$ cat config.mk
export PLATFORM = sky130hd
export DESIGN_NAME = text_line_assembler
export DESIGN_NICKNAME = d
export VERILOG_FILES = /design/src/hw/rtl/tla_pkg.sv /design/src/hw/rtl/tla_front.sv /design/src/hw/rtl/tla_queue.sv /design/src/hw/rtl/tla_back.sv /design/src/hw/rtl/text_line_assembler.sv
export SDC_FILE = /design/constraint.sdc
export NUM_CORES = 1
export LEC_CHECK = 0
export BUFFER_PORTS_ARGS = -buffer_cell sky130_fd_sc_hd__clkbuf_2
export CAP_MARGIN = 20
export CELL_PAD_IN_SITES_DETAIL_PLACEMENT = 1
export CELL_PAD_IN_SITES_GLOBAL_PLACEMENT = 1
export CORE_MARGIN = 2
export CORE_UTILIZATION = 46
export CTS_CLUSTER_SIZE = 20
export DETAILED_ROUTE_END_ITERATION = 12
export GPL_ROUTABILITY_DRIVEN = 0
export PLACE_DENSITY = 0.72
export SYNTH_ARGS = -nofsm -noshare
export SYNTH_HDL_FRONTEND = slang
export SYNTH_SLANG_ARGS = --single-unit
export TNS_END_PERCENT = 20
$ cat constraint.sdc
create_clock -name clk -period 2.65 [get_ports clk]
set_input_delay 0.1325 -clock clk [delete_from_list [all_inputs] [get_ports clk]]
set_output_delay 0.1325 -clock clk [all_outputs]
set_load 0.03 [all_outputs]
$ cat src/hw/rtl/tla_pkg.sv
// Shared types and character constants for the text line assembler.
`default_nettype none

package tla_pkg;

  // Width of the held space count
  localparam int SPACE_W = 6;

  // Depth of the command queue between front and back
  localparam int QUEUE_DEPTH = 4;
  localparam int QUEUE_AW    = $clog2(QUEUE_DEPTH);

  // Character codes
  localparam logic [7:0] CH_SPACE  = 8'h20;
  localparam logic [7:0] CH_VIS_LO = 8'h20;
  localparam logic [7:0] CH_VIS_HI = 8'h7E;
  localparam logic [7:0] CH_CR     = 8'h0D;
  localparam logic [7:0] CH_LF     = 8'h0A;

  // One classified command: a line end, or held spaces followed by a character
  typedef struct packed {
    logic               is_end;
    logic [7:0]         ch;
    logic [SPACE_W-1:0] spaces;
  } tla_cmd_t;

endpackage

`default_nettype wire

$ cat src/hw/rtl/tla_front.sv
// Front end: accepts bytes, tracks line state and issues commands to the queue.
`default_nettype none

module tla_front #(
  parameter int SPACE_RUN_MAX = 63
) (
  input  wire logic              clk,
  input  wire logic              rst_n,
  input  wire logic              in_valid,
  output logic                   in_stall,
  input  wire logic [7:0]        in_byte_in,
  input  wire logic              q_full,
  output logic                   q_push,
  output tla_pkg::tla_cmd_t      q_cmd
);
  import tla_pkg::*;

  localparam logic [SPACE_W-1:0] RUN_MAX = SPACE_W'(SPACE_RUN_MAX);

  logic               line_started_r, line_started_nxt;
  logic [SPACE_W-1:0] pending_r, pending_nxt;
  logic               term_run_r, term_run_nxt;
  logic               accept;
  logic               is_term;
  logic               is_vis;

  assign in_stall = q_full;
  assign accept   = in_valid && !q_full;
  assign is_term  = (in_byte_in == CH_CR) || (in_byte_in == CH_LF);
  assign is_vis   = (in_byte_in >= CH_VIS_LO) && (in_byte_in <= CH_VIS_HI);

  // Classify the byte and update the line state
  always_comb begin
    line_started_nxt = line_started_r;
    pending_nxt      = pending_r;
    term_run_nxt     = term_run_r;
    q_push           = 1'b0;
    q_cmd.is_end     = 1'b0;
    q_cmd.ch         = in_byte_in;
    q_cmd.spaces     = pending_r;
    if (accept) begin
      if (is_term) begin
        if (!term_run_r) begin
          q_push           = 1'b1;
          q_cmd.is_end     = 1'b1;
          q_cmd.ch         = 8'h00;
          q_cmd.spaces     = '0;
          line_started_nxt = 1'b0;
          pending_nxt      = '0;
          term_run_nxt     = 1'b1;
        end
      end else begin
        term_run_nxt = 1'b0;
        if (is_vis) begin
          if (in_byte_in == CH_SPACE) begin
            // Hold inner spaces, saturating; drop leading ones
            if (line_started_r && (pending_r < RUN_MAX)) begin
              pending_nxt = pending_r + SPACE_W'(1);
            end
          end else begin
            q_push           = 1'b1;
            pending_nxt      = '0;
            line_started_nxt = 1'b1;
          end
        end
      end
    end
  end

  // State registers
  always_ff @(posedge clk) begin
    if (!rst_n) begin
      line_started_r <= 1'b0;
      pending_r      <= '0;
      term_run_r     <= 1'b0;
    end else begin
      line_started_r <= line_started_nxt;
      pending_r      <= pending_nxt;
      term_run_r     <= term_run_nxt;
    end
  end

endmodule

`default_nettype wire

$ cat src/hw/rtl/tla_queue.sv
// Short command queue between the front and back ends.
`default_nettype none

module tla_queue (
  input  wire logic              clk,
  input  wire logic              rst_n,
  input  wire logic              push,
  input  wire tla_pkg::tla_cmd_t push_cmd,
  input  wire logic              pop,
  output logic                   full,
  output logic                   head_valid,
  output tla_pkg::tla_cmd_t      head_cmd
);
  import tla_pkg::*;

  tla_cmd_t            mem [QUEUE_DEPTH];
  logic [QUEUE_AW-1:0] wr_ptr_r, rd_ptr_r;
  logic [QUEUE_AW:0]   count_r, count_nxt;
  logic                do_push;
  logic                do_pop;

  assign full       = (count_r == (QUEUE_AW+1)'(QUEUE_DEPTH));
  assign head_valid = (count_r != '0);
  assign head_cmd   = mem[rd_ptr_r];
  assign do_push    = push && !full;
  assign do_pop     = pop && head_valid;

  // Track occupancy
  always_comb begin
    count_nxt = count_r;
    if (do_push && !do_pop) begin
      count_nxt = count_r + (QUEUE_AW+1)'(1);
    end else if (do_pop && !do_push) begin
      count_nxt = count_r - (QUEUE_AW+1)'(1);
    end
  end

  // Write entries
  always_ff @(posedge clk) begin
    if (do_push) begin
      mem[wr_ptr_r] <= push_cmd;
    end
  end

  // Advance pointers
  always_ff @(posedge clk) begin
    if (!rst_n) begin
      wr_ptr_r <= '0;
      rd_ptr_r <= '0;
      count_r  <= '0;
    end else begin
      count_r <= count_nxt;
      if (do_push) begin
        wr_ptr_r <= wr_ptr_r + QUEUE_AW'(1);
      end
      if (do_pop) begin
        rd_ptr_r <= rd_ptr_r + QUEUE_AW'(1);
      end
    end
  end

`ifndef NO_ASSERTIONS
  a_no_pop_empty: assert property (@(posedge clk) disable iff (!rst_n)
    pop |-> head_valid)
    else $error("pop from an empty queue");
  a_count_bound: assert property (@(posedge clk) disable iff (!rst_n)
    count_r <= (QUEUE_AW+1)'(QUEUE_DEPTH))
    else $error("queue count above depth");
  a_push_full: assert property (@(posedge clk) disable iff (!rst_n)
    full && !pop |=> full)
    else $error("full queue lost an entry");
`endif

endmodule

`default_nettype wire

$ cat src/hw/rtl/tla_back.sv
// Back end: expands commands into space, character and line-end items.
`default_nettype none

module tla_back (
  input  wire logic              clk,
  input  wire logic              rst_n,
  input  wire logic              q_valid,
  input  wire tla_pkg::tla_cmd_t q_cmd,
  output logic                   q_pop,
  output logic                   out_valid,
  input  wire logic              out_stall,
  output logic [7:0]             out_char_out,
  output logic                   out_line_end,
  output logic                   out_last
);
  import tla_pkg::*;

  tla_cmd_t           cur_r, cur_nxt;
  logic               cur_valid_r, cur_valid_nxt;
  logic [SPACE_W-1:0] cnt_r, cnt_nxt;
  logic               out_valid_r, out_valid_nxt;
  logic [7:0]         out_char_r, out_char_nxt;
  logic               out_end_r, out_end_nxt;
  logic               out_last_r, out_last_nxt;
  logic               out_free;
  logic               emit;
  logic               done;

  assign out_valid    = out_valid_r;
  assign out_char_out = out_char_r;
  assign out_line_end = out_end_r;
  assign out_last     = out_last_r;

  assign out_free = !out_valid_r || !out_stall;
  assign emit     = out_free && cur_valid_r;
  assign done     = emit && (cur_r.is_end || (cnt_r == '0));
  assign q_pop    = q_valid && (!cur_valid_r || done);

  // Step through the current command and load the next
  always_comb begin
    cur_nxt       = cur_r;
    cur_valid_nxt = cur_valid_r;
    cnt_nxt       = cnt_r;
    if (q_pop) begin
      cur_nxt       = q_cmd;
      cur_valid_nxt = 1'b1;
      cnt_nxt       = q_cmd.spaces;
    end else if (done) begin
      cur_valid_nxt = 1'b0;
    end else if (emit) begin
      cnt_nxt = cnt_r - SPACE_W'(1);
    end
  end

  // Fill the output register
  always_comb begin
    out_valid_nxt = out_valid_r;
    out_char_nxt  = out_char_r;
    out_end_nxt   = out_end_r;
    out_last_nxt  = out_last_r;
    if (out_free) begin
      out_valid_nxt = emit;
      if (cur_r.is_end) begin
        out_char_nxt = 8'h00;
        out_end_nxt  = 1'b1;
        out_last_nxt = 1'b1;
      end else if (cnt_r != '0) begin
        out_char_nxt = CH_SPACE;
        out_end_nxt  = 1'b0;
        out_last_nxt = 1'b0;
      end else begin
        out_char_nxt = cur_r.ch;
        out_end_nxt  = 1'b0;
        out_last_nxt = 1'b1;
      end
    end
  end

  // Payload registers
  always_ff @(posedge clk) begin
    cur_r        <= cur_nxt;
    out_char_r   <= out_char_nxt;
    out_end_r    <= out_end_nxt;
    out_last_r   <= out_last_nxt;
  end

  // Control registers
  always_ff @(posedge clk) begin
    if (!rst_n) begin
      cur_valid_r <= 1'b0;
      cnt_r       <= '0;
      out_valid_r <= 1'b0;
    end else begin
      cur_valid_r <= cur_valid_nxt;
      cnt_r       <= cnt_nxt;
      out_valid_r <= out_valid_nxt;
    end
  end

`ifndef NO_ASSERTIONS
  a_cnt_owner: assert property (@(posedge clk) disable iff (!rst_n)
    (cnt_r != '0) |-> (cur_valid_r && !cur_r.is_end))
    else $error("space count without a character command");
  a_end_item: assert property (@(posedge clk) disable iff (!rst_n)
    (out_valid_r && out_end_r) |-> (out_char_r == 8'h00 && out_last_r))
    else $error("malformed line-end item");
  a_inner_space: assert property (@(posedge clk) disable iff (!rst_n)
    (out_valid_r && !out_last_r) |-> (out_char_r == CH_SPACE && !out_end_r))
    else $error("non-final item is not a space");
`endif

endmodule

`default_nettype wire

$ cat src/hw/rtl/text_line_assembler.sv
// Top level of the text line assembler: front end, command queue, back end.
//
//   channel  direction  handshake           payload
//   in       input      in_valid/in_stall   in_byte_in[7:0]
//   out      output     out_valid/out_stall out_char_out[7:0], out_line_end, out_last
//
// A byte is taken in the cycle it is offered unless the command queue is full.
// The first item of a byte passes through a queue entry and the back end's current
// command register into the output register. A character preceded by N held spaces
// becomes N space items and the character, so the back end sets the rate then.
// Synchronous active-low reset clears line state, queue and output valid.
// Either side may stall independently; the queue absorbs the difference.
`default_nettype none

module text_line_assembler #(
  parameter int SPACE_RUN_MAX = 63
) (
  input  wire logic       clk,
  input  wire logic       rst_n,
  input  wire logic       in_valid,
  output logic            in_stall,
  input  wire logic [7:0] in_byte_in,
  output logic            out_valid,
  input  wire logic       out_stall,
  output logic [7:0]      out_char_out,
  output logic            out_line_end,
  output logic            out_last
);
  import tla_pkg::*;

  logic     q_full;
  logic     q_push;
  tla_cmd_t q_push_cmd;
  logic     q_pop;
  logic     q_valid;
  tla_cmd_t q_head;

  tla_front #(
    .SPACE_RUN_MAX(SPACE_RUN_MAX)
  ) u_front (
    .clk        (clk),
    .rst_n      (rst_n),
    .in_valid   (in_valid),
    .in_stall   (in_stall),
    .in_byte_in (in_byte_in),
    .q_full     (q_full),
    .q_push     (q_push),
    .q_cmd      (q_push_cmd)
  );

  tla_queue u_queue (
    .clk        (clk),
    .rst_n      (rst_n),
    .push       (q_push),
    .push_cmd   (q_push_cmd),
    .pop        (q_pop),
    .full       (q_full),
    .head_valid (q_valid),
    .head_cmd   (q_head)
  );

  tla_back u_back (
    .clk          (clk),
    .rst_n        (rst_n),
    .q_valid      (q_valid),
    .q_cmd        (q_head),
    .q_pop        (q_pop),
    .out_valid    (out_valid),
    .out_stall    (out_stall),
    .out_char_out (out_char_out),
    .out_line_end (out_line_end),
    .out_last     (out_last)
  );

endmodule

`default_nettype wire
==> run_results.csv, run 1 <==
group,metric,value,unit
timing,min_period,2.539,ns
layout,drive_above_1_share,0.2601,
layout,stdcell_count,457,
grt,globalRouteMet3Util,0.04003,
worst_setup_path,crit_arrival,2.84,ns
die,io_pins,24,
drt,routed_wl,8637,µm
grt,grt_pass1_wl,13610,µm
timing,hold_viol_final,0,
timing,worst_slew_pin_slew,0.7812,ns
layout,final_nets,361,
layout,layout_commonest_cell,"edfxtp_1",
grt,grt_start_max_net_pins,22,
power_and_ir_drop,irDropWorstVdd,0.3097,mV
layout,antenna_cells,0,
yosys,synth.net_count,323,
yosys,synth_cells,303,
clock_network,cts_setup_buffers,0,
layout,mostFrequentLayoutCells,"79 x edfxtp_1, 23 x clkbuf_2, 22 x dfxtp_1",
die,die_area,10270,µm²
timing,holdWs,0.02348,ns
clock_network,cts-htree-levels,3,
yosys,yosysUniqueCellTypes,51,
worst_setup_path,start_kind,"register",
timing,finalSetupTns,0,ns
yosys,synth_edf_count,79,
grt,antenna_found_initial,0,
die,start_util,0.4740,
drt,drc,0,
yosys,yosys_most_used_dff,"edfxtp_1",
clock_network,cts-buffers-inserted,9,
clock_network,clkLatencyLatePin,0.37,ns
die,die_x,101.3,µm
worst_setup_path,reg2reg_depth,11,
clock_network,ctsHoldBuffers,0,
run_status,status,"complete, no violations",
yosys,yosysWarnings,0,
clock_network,clkTransAtPathRegs,0.11,ns
drt,vias_per_cell,5.567,
place,dpl.cell_count,441,
yosys,ys_ff_latch,104,
yosys,netlist_area,4359,µm²
die,core,9196,µm²
drt,drtAntennaViolNets,0,
clock_network,cts_root_buf,"clkbuf_8",
power_and_ir_drop,power_density,975.1,nW/µm²
worst_setup_path,cp_max_fo,4,
place,dp_hpwl,6226,µm
grt,grt_pass1_vias,2667,
grt,use_met2,0.2975,
clock_network,cts_sinks,104,
grt,gr-usage-met1,0.2326,
drt,drtIter0Drc,127,
layout,syn_to_final_growth,12.40,%
timing,slew_headroom,0.4785,
timing,drv_slew,0,
clock_network,tritoncts,"done",
worst_setup_path,end_kind,"register",
drt,vias,2544,
yosys,ys_seq_area_frac,0.6590,
drt,wl_per_cell,18.90,µm
yosys,syn_area_per_cell,14.39,µm²
worst_hold_path,hold_class,"input port to register",
worst_hold_path,whs_path_depth,1,
place,port_buffers,23,
timing,finalCritPeriodShare,0.9582,
timing,setup_viol,0,
power_and_ir_drop,cellLeakagePower,1.733,nW
timing,fmax,0.3938,GHz
clock_network,clockBufferDepth,2,
worst_setup_path,crit_required,2.95,ns
timing,clock_skew,0.009322,ns
yosys,synthArstFlopShare,0,
grt,top_usage_layer,"met2",
die,die_h,101.3,µm
die,row_count,35,
grt,globalRouteOverflowTotal,0,
worst_setup_path,crit_type,"register to register",
grt,track_usage,0.1790,
drt,dr.pass1.iters,4,
run,cap_violations,0,
==> cells in the mapped netlist (2+ instances only) <==
cell type  number  area [µm²]
nor3_1          6       30.03
mux2i_1         3       30.03
mux4_2         15       337.8
ha_1            7       87.58
inv_1          16       60.06
o21ai_1         7       35.03
nor3_2          4       40.04
o21ai_0         3       15.01
edfxtp_1       79        2372
xor2_1          3       26.28
clkbuf_1        8       30.03
dfxtp_1        25       500.5
nand2_1         8       30.03
nor2_1         18       67.56
o2111ai_1       5       43.79
o22ai_1         2       12.51
a32oi_1         5       43.79
nand3_1         9       45.04
nor2b_1         5       31.28
buf_2           3       15.01
and2_1         16       100.1
a22oi_1         2       15.01
or3_1           6       37.54
nand2b_1        3       18.77
a21oi_1        17       85.08
nand4_1         3       18.77
==> registers in the layout (all words and copies together) (netlist names), 2 cells and up, named ones only <==
register             cells
u_back.out_char_out      8
u_queue.wr_ptr_r         2
u_front.pending_r        6
u_queue.count_r          3
u_back.cnt_r             6
u_queue.rd_ptr_r         2
u_queue.mem             60
u_back.cur_r             9
==> repair_timing <==
action | 4_1_cts | 5_1_grt
gates resized for setup | 1 | 7
endpoints found under the setup margin | 1 | 1
pin swaps | 0 | 2
==> stage by stage <==
stage | setup slack [ns] | util | total power [W] | instance area, µm²
after global routing | -0.006893 | 0.5328 | 0.005033 | 4900
after detailed placement | -0.02374 | 0.5076 | 0.003794 | 4668
after global placement | 0.08625 | 0.5076 | 0.003736 | 4668
final | 0.1108 | 0.5328 | 0.004778 | 4900
after CTS | 0.01038 | 0.5302 | 0.004771 | 4876
after floorplan | 0.001456 | - | 0.003322 | 4360
==> area by class of cell <==
| class | instances | area (µm²) |
|---|---|---|
| flip-flops and latches | 104 | 2877 |
| fillers | 916 | 4297 |
| inverters | 18 | 72.57 |
| multi-input cells | 167 | 1355 |
| well taps | 111 | 138.9 |
| clock buffers | 9 | 123.9 |
| clock inverters | 7 | 82.58 |
| repair buffers | 41 | 250.2 |
==> critical path: stages, from the launching register on <==
cell,delay [ns]
dfxtp_2,0.35
inv_1,0.05
ha_1,0.21
nor2b_2,0.18
a311o_2,0.35
nand2_2,0.14
ha_4,0.15
inv_1,0.04
fa_1,0.37
xor2_1,0.17
or3_1,0.30
a21oi_1,0.14
==> worst paths after layout <==
check,startpoint,endpoint,slack (ns)
setup / recovery,u_back.cnt_r[0],u_queue.count_r[2],0.11
hold / removal,in_byte_in[7],u_queue.mem[3][13],0.02
setup reg to reg,u_back.cnt_r[0],u_queue.count_r[2],0.11
hold reg to reg,u_front.term_run_r,u_front.term_run_r,0.50
==> kinds of logic (layout without fill, tap and decap cells) <==
logic type / after synthesis / after routing / share of synthesized area
buffers and inverters: 32 / 75 / 0.03530
AO/OA/AOI/OAI: 49 / 49 / 0.07233
adder cells (fa/ha/maj): 8 / 8 / 0.02468
multiplexers: 18 / 18 / 0.08439
XOR/XNOR: 4 / 4 / 0.008038
AND/OR/NAND/NOR: 88 / 88 / 0.1163
flip-flops: 104 / 104 / 0.6590
==> where the power goes <==
group,internal (W),switching (W)
combinational,0.000639,0.000887
clock,0.000380,0.000609
sequential,0.00209,0.000177
==> layer usage <==
metal | part of all wire | up-vias
li1 | - | 1222
met1 | 0.47 | 1270
met2 | 0.49 | 38
met3 | 0.024 | 14
met4 | 0.014 | 0
met5 | 0 | -
(Power assumes the default switching activity.)
==> run 2, diff against run 1 <==
- HOLD_SLACK_MARGIN: unset -> 0.06
==> run 2 against run 1 <==
Compared with the run above: largest power group unchanged; largest cell class unchanged; clock skew fell by 0.0024 ns; highest routed layer unchanged; utilization is 0.22 points higher; critical path type unchanged; fmax is essentially flat; worst hold slack improved by 0.089 ns.
==> run_results.csv, run 2 (synthesis gave the netlist of run 1 again) <==
group,metric,value,unit
run_status,status,"complete, no violations",
place,port_buffers,23,
clock_network,cts-buffers-inserted,9,
run,cap_violations,0,
clock_network,tritoncts,"done",
timing,fmax,0.3936,GHz
place,dpl.cell_count,441,
worst_setup_path,crit_arrival,2.84,ns
worst_setup_path,crit_required,2.95,ns
clock_network,cts_setup_buffers,0,
timing,min_period,2.541,ns
timing,finalCritPeriodShare,0.9588,
worst_setup_path,start_kind,"register",
worst_setup_path,slowest_delay,0.37,ns
layout,register_area,2877,µm²
die,die_x,101.3,µm
drt,dr.pass1.iters,4,
die,core,9196,µm²
timing,clock_skew,0.006902,ns
drt,routed_wl,8645,µm
layout,mostFrequentLayoutCells,"79 x edfxtp_1, 23 x clkbuf_2, 22 x dfxtp_1",
clock_network,clockBufferDepth,2,
layout,antenna_cells,0,
timing,setup_viol,0,
layout,layout_commonest_cell,"edfxtp_1",
die,io_pins,24,
timing,hold_viol_final,0,
die,row_count,35,
layout,fillers,916,
worst_hold_path,hold_class,"input port to register",
grt,grt_pass1_vias,2701,
die,start_util,0.4740,
place,dp_hpwl,6226,µm
worst_setup_path,end_kind,"register",
grt,globalRouteOverflowTotal,0,
worst_setup_path,path_buf_inv,2,
layout,multiInputGateArea,1355,µm²
drt,vias_per_cell,5.527,
clock_network,cts-htree-levels,3,
worst_setup_path,cp_max_fo,4,
worst_setup_path,cp_slowest_cell,"fa_1",
drt,drc,0,
die,die_area,10270,µm²
layout,final_nets,363,
worst_setup_path,cp_top_family,"adder cells",
drt,drtAntennaViolNets,0,
clock_network,cts_root_buf,"clkbuf_8",
grt,grt_pass1_wl,13700,µm
die,die_h,101.3,µm
power_and_ir_drop,power_density,971.9,nW/µm²
power_and_ir_drop,cellLeakagePower,1.741,nW
timing,worst_slew_pin_slew,0.7922,ns
layout,syn_to_final_growth,12.86,%
timing,finalSetupTns,0,ns
timing,slew_headroom,0.4711,
layout,largest_reg_flops,60,
layout,top_register,"u_queue.mem",
grt,track_usage,0.1800,
drt,vias,2537,
layout,drive_above_1_share,0.2586,
clock_network,clkLatencyLatePin,0.37,ns
timing,drv_slew,0,
clock_network,clkTransAtPathRegs,0.11,ns
power_and_ir_drop,irDropWorstVdd,0.3135,mV
grt,grt_start_max_net_pins,22,
clock_network,cts_sinks,104,
grt,antenna_found_initial,0,
layout,stdcell_count,459,
worst_setup_path,cp_cell_sequence,"inv_1 > ha_1 > nor2b_2 > a311o_2 > nand2_2 > ha_4 > inv_1 > fa_1 > xor2_1 > or3_1 > a21oi_1",
drt,wl_per_cell,18.83,µm
worst_setup_path,crit_top_cell,"inv_1",
worst_setup_path,crit_type,"register to register",
power_and_ir_drop,power.total,0.004782,W
drt,drtIter0Drc,127,
run 2: cell count changes in the layout (fill, tap and decap cells not counted), sizes merged:
cell,change
dlygate4sd3,+2
run 2: cell type report:
type,count,share of cell area
multi-input cells,167,0.2754
clock inverters,7,0.01679
repair buffers,43,0.05493
clock buffers,9,0.02518
well taps,111,0.02823
flip-flops and latches,104,0.5847
inverters,18,0.01475
run 2: what timing repair did:
action,CTS,global route
pin swaps,0,2
hold buffers,2,0
endpoints found under the setup margin,1,1
hold endpoints to repair,8,0
resized for setup,1,7
run 2: path summary, 6_finish.rpt:
| check | startpoint | end | slack, ns | cells after the start |
|---|---|---|---|---|
| setup reg to reg | u_back.cnt_r[0] | u_queue.count_r[2] | 0.11 | 11 |
| hold reg to reg | u_front.term_run_r | u_front.term_run_r | 0.51 | 2 |
| setup / recovery | u_back.cnt_r[0] | u_queue.count_r[2] | 0.11 | 11 |
| hold / removal | in_byte_in[4] | u_queue.mem[1][10] | 0.11 | 2 |
run 2: worst register-to-register path, cell delays in order (launching register included):
cell and delay, ns:
dfxtp_2 0.35, inv_1 0.05, ha_1 0.21, nor2b_2 0.18, a311o_2 0.35, nand2_2 0.14, ha_4 0.15, inv_1 0.04
fa_1 0.37, xor2_1 0.17, or3_1 0.30, a21oi_1 0.14
run 2: per-layer routing:
metal / routed length, µm / vias up / track usage
met5: 0 / - / 0
met4: 121 / 0 / 0.06549
met3: 197 / 12 / 0.04003
met2: 4278 / 34 / 0.3011
met1: 4047 / 1266 / 0.2321
li1: - / 1225 / -
run 2: report_power, final:
group          leakage (nW)  total (W)  internal (W)  switching [W]
registers             0.960    0.00226       0.00209       0.000177
logic                 0.680    0.00153      0.000641       0.000886
clock network         0.101   0.000992      0.000381       0.000612
run 2: per-stage QoR:
stage / hold slack (ns) / area [µm²] / worst slack, ns / util
floorplan: 0.3280 / 4360 / 0.001456 / -
global placement: 0.3886 / 4668 / 0.08625 / 0.5076
detailed placement: 0.4096 / 4668 / -0.02374 / 0.5076
CTS: 0.08902 / 4896 / 0.01038 / 0.5324
global route: 0.09386 / 4920 / -0.006893 / 0.5350
finish: 0.1121 / 4920 / 0.1093 / 0.5350
==> run 3, diff against run 2 <==
- CTS_CLUSTER_SIZE: 20 -> 30
- PLACE_DENSITY: 0.72 -> unset
- PLACE_DENSITY_LB_ADDON: unset -> 0.1
==> run 3 against run 2 <==
Compared with the run above: utilization decreased by 0.24 points; sequential share of layout area increased by 0.24 points; sequential power decreased by 2%; non-clock buffer count grew 3; highest routed layer unchanged; fmax increased by 0.89%; register-to-register slack gained 0.02 ns; combinational power is essentially flat; worst hold slack lost 0.016 ns; clock power fell by 9.0%; sequential cell count unchanged.
==> run_results.csv, run 3 (synthesis gave the netlist of run 1 again) <==
group,metric,value,unit
layout,stdcell_count,461,
grt,antenna_found_initial,0,
die,die_h,101.3,µm
power_and_ir_drop,switchingPower,0.001612,W
power_and_ir_drop,swShare,0.3444,
layout,fillers,919,
timing,fmax,0.3971,GHz
drt,drc,0,
power_and_ir_drop,combPwrFrac,0.332,
worst_setup_path,reg2reg_slack,0.13,ns
die,row_count,35,
grt,grt_pass1_vias,2624,
clock_network,cts-buffers-inserted,9,
power_and_ir_drop,irDropWorstVdd,0.3312,mV
layout,antenna_cells,0,
grt,grt_start_max_net_pins,19,
timing,setup_viol,0,
die,die_x,101.3,µm
layout,top_register,"u_queue.mem",
clock_network,cts-htree-levels,3,
layout,register_area,2875,µm²
run,cap_violations,0,
layout,syn_to_final_growth,12.34,%
worst_setup_path,rr_endpoint,"u_queue.count_r[2]",
clock_network,clkTransAtPathRegs,0.10,ns
place,dpl.cell_count,444,
layout,drive_above_1_share,0.2543,
worst_setup_path,critPathCapture,"u_queue.count_r[2]",
worst_setup_path,crit_arrival,2.81,ns
clock_network,clkLatencyLatePin,0.36,ns
power_and_ir_drop,power_density,956.0,nW/µm²
timing,grt_setup_unrepaired,"false",
die,die_area,10270,µm²
worst_setup_path,critical_path.reg2reg.startpoint,"u_queue.count_r[2]",
timing,drv_slew,0,
worst_setup_path,crit_type,"register to register",
worst_hold_path,hold_class,"input port to register",
timing,finalCritPeriodShare,0.9503,
clock_network,tritoncts,"done",
grt,globalRouteOverflowTotal,0,
worst_setup_path,end_kind,"register",
run_status,status,"complete, no violations",
place,dp_hpwl,6198,µm
drt,dr.pass1.iters,5,
worst_setup_path,reg2reg_depth,12,
worst_setup_path,crit_required,2.95,ns
timing,finalSetupTns,0,ns
worst_setup_path,startpoint,"u_queue.count_r[2]",
timing,worst_slew_pin_slew,0.5736,ns
grt,track_usage,0.1804,
grt,grt_pass1_wl,13770,µm
power_and_ir_drop,p_clk_frac,0.193,
timing,min_period,2.518,ns
die,core,9196,µm²
timing,clock_skew,0.01154,ns
layout,final_nets,366,
timing,slew_headroom,0.6172,
layout,largest_reg_flops,60,
layout,multiInputGateArea,1343,µm²
worst_setup_path,cp_max_fo,7,
clock_network,clockBufferDepth,2,
clock_network,cts_sinks,104,
place,port_buffers,23,
drt,drtIter0Drc,98,
die,io_pins,24,
drt,vias,2566,
drt,wl_per_cell,18.79,µm
layout,layout_commonest_cell,"edfxtp_1",
clock_network,cts_root_buf,"clkbuf_8",
worst_setup_path,start_kind,"register",
timing,hold_viol_final,0,
layout,mostFrequentLayoutCells,"79 x edfxtp_1, 23 x dfxtp_1, 23 x clkbuf_2",
drt,drtAntennaViolNets,0,
die,start_util,0.4740,
drt,vias_per_cell,5.566,
power_and_ir_drop,cellLeakagePower,1.733,nW
power_and_ir_drop,internal_power,0.003069,W
power_and_ir_drop,p_seq_frac,0.475,
drt,routed_wl,8664,µm
==> run 3: through the flow <==
step	setup WS [ns]	hold slack, ns	power, W	instance area (µm²)	utilization
3_3_place_gp	0.07503	0.4304	0.003751	4691	0.5101
3_5_place_dp	-0.02507	0.4449	0.003818	4691	0.5101
2_1_floorplan	0.001456	0.3280	0.003322	4360	-
4_1_cts	0.01719	0.07941	0.004722	4887	0.5314
5_1_grt	0.008039	0.09895	0.004943	4897	0.5325
6_report	0.1317	0.09581	0.004681	4897	0.5325
==> run 3: power by group through the flow <==
stage	clock, W	combinational, W	sequential, W
after global placement	0	0.00150	0.00225
final	0.000903	0.00155	0.00222
after floorplan	0	0.000929	0.00239
after detailed placement	0	0.00155	0.00226
after global routing	0.000975	0.00171	0.00226
after CTS	0.000929	0.00157	0.00223
==> run 3: layout make-up <==
type / instances / area share
Sequential cell: 104 / 0.5871
Multi-Input combinational cell: 167 / 0.2741
Timing Repair Buffer: 46 / 0.05979
Tap cell: 111 / 0.02836
Clock buffer: 9 / 0.02529
Inverter: 18 / 0.01482
Clock inverter: 6 / 0.01048
==> run 3: worst min path at each step <==
stage                             start              endpoint  slack [ns]  cells after the start
after floorplan                   rst_n  u_front.pending_r[2]        0.33                      2
after global placement    in_byte_in[5]    u_queue.mem[3][11]        0.43                      1
after detailed placement  in_byte_in[5]    u_queue.mem[2][11]        0.44                      1
after CTS                 in_byte_in[4]    u_queue.mem[1][10]        0.08                      2
after global routing      in_byte_in[7]    u_queue.mem[1][13]         0.1                      2
final                     in_byte_in[4]    u_queue.mem[1][10]         0.1                      2
==> run 3: critical path: stages, from the launching register on <==
cell	delay (ns)
dfxtp_1	0.32
nor3b_2	0.16
nand2b_4	0.17
or3_4	0.40
inv_6	0.06
nor2_1	0.07
inv_1	0.08
ha_2	0.18
inv_1	0.05
fa_2	0.33
xor2_1	0.18
or3_1	0.31
a21oi_1	0.14
==> run 3: routing by layer <==
metal  GRT usage  routed length, µm  vias up
li1            -                  -     1227
met1      0.2441               4141     1287
met2      0.2985               4226       46
met3     0.03313                212        6
met4     0.05613                 84        0
met5           0                  0        -
==> run 3: what timing repair did <==
item                                   CTS  global route
setup buffers                            0             0
gates cloned                             0             0
endpoints found under the hold margin    3             0
resized for setup                        1             3
pin swaps                                0             1
setup endpoints to repair                1             1
hold buffers                             2             0
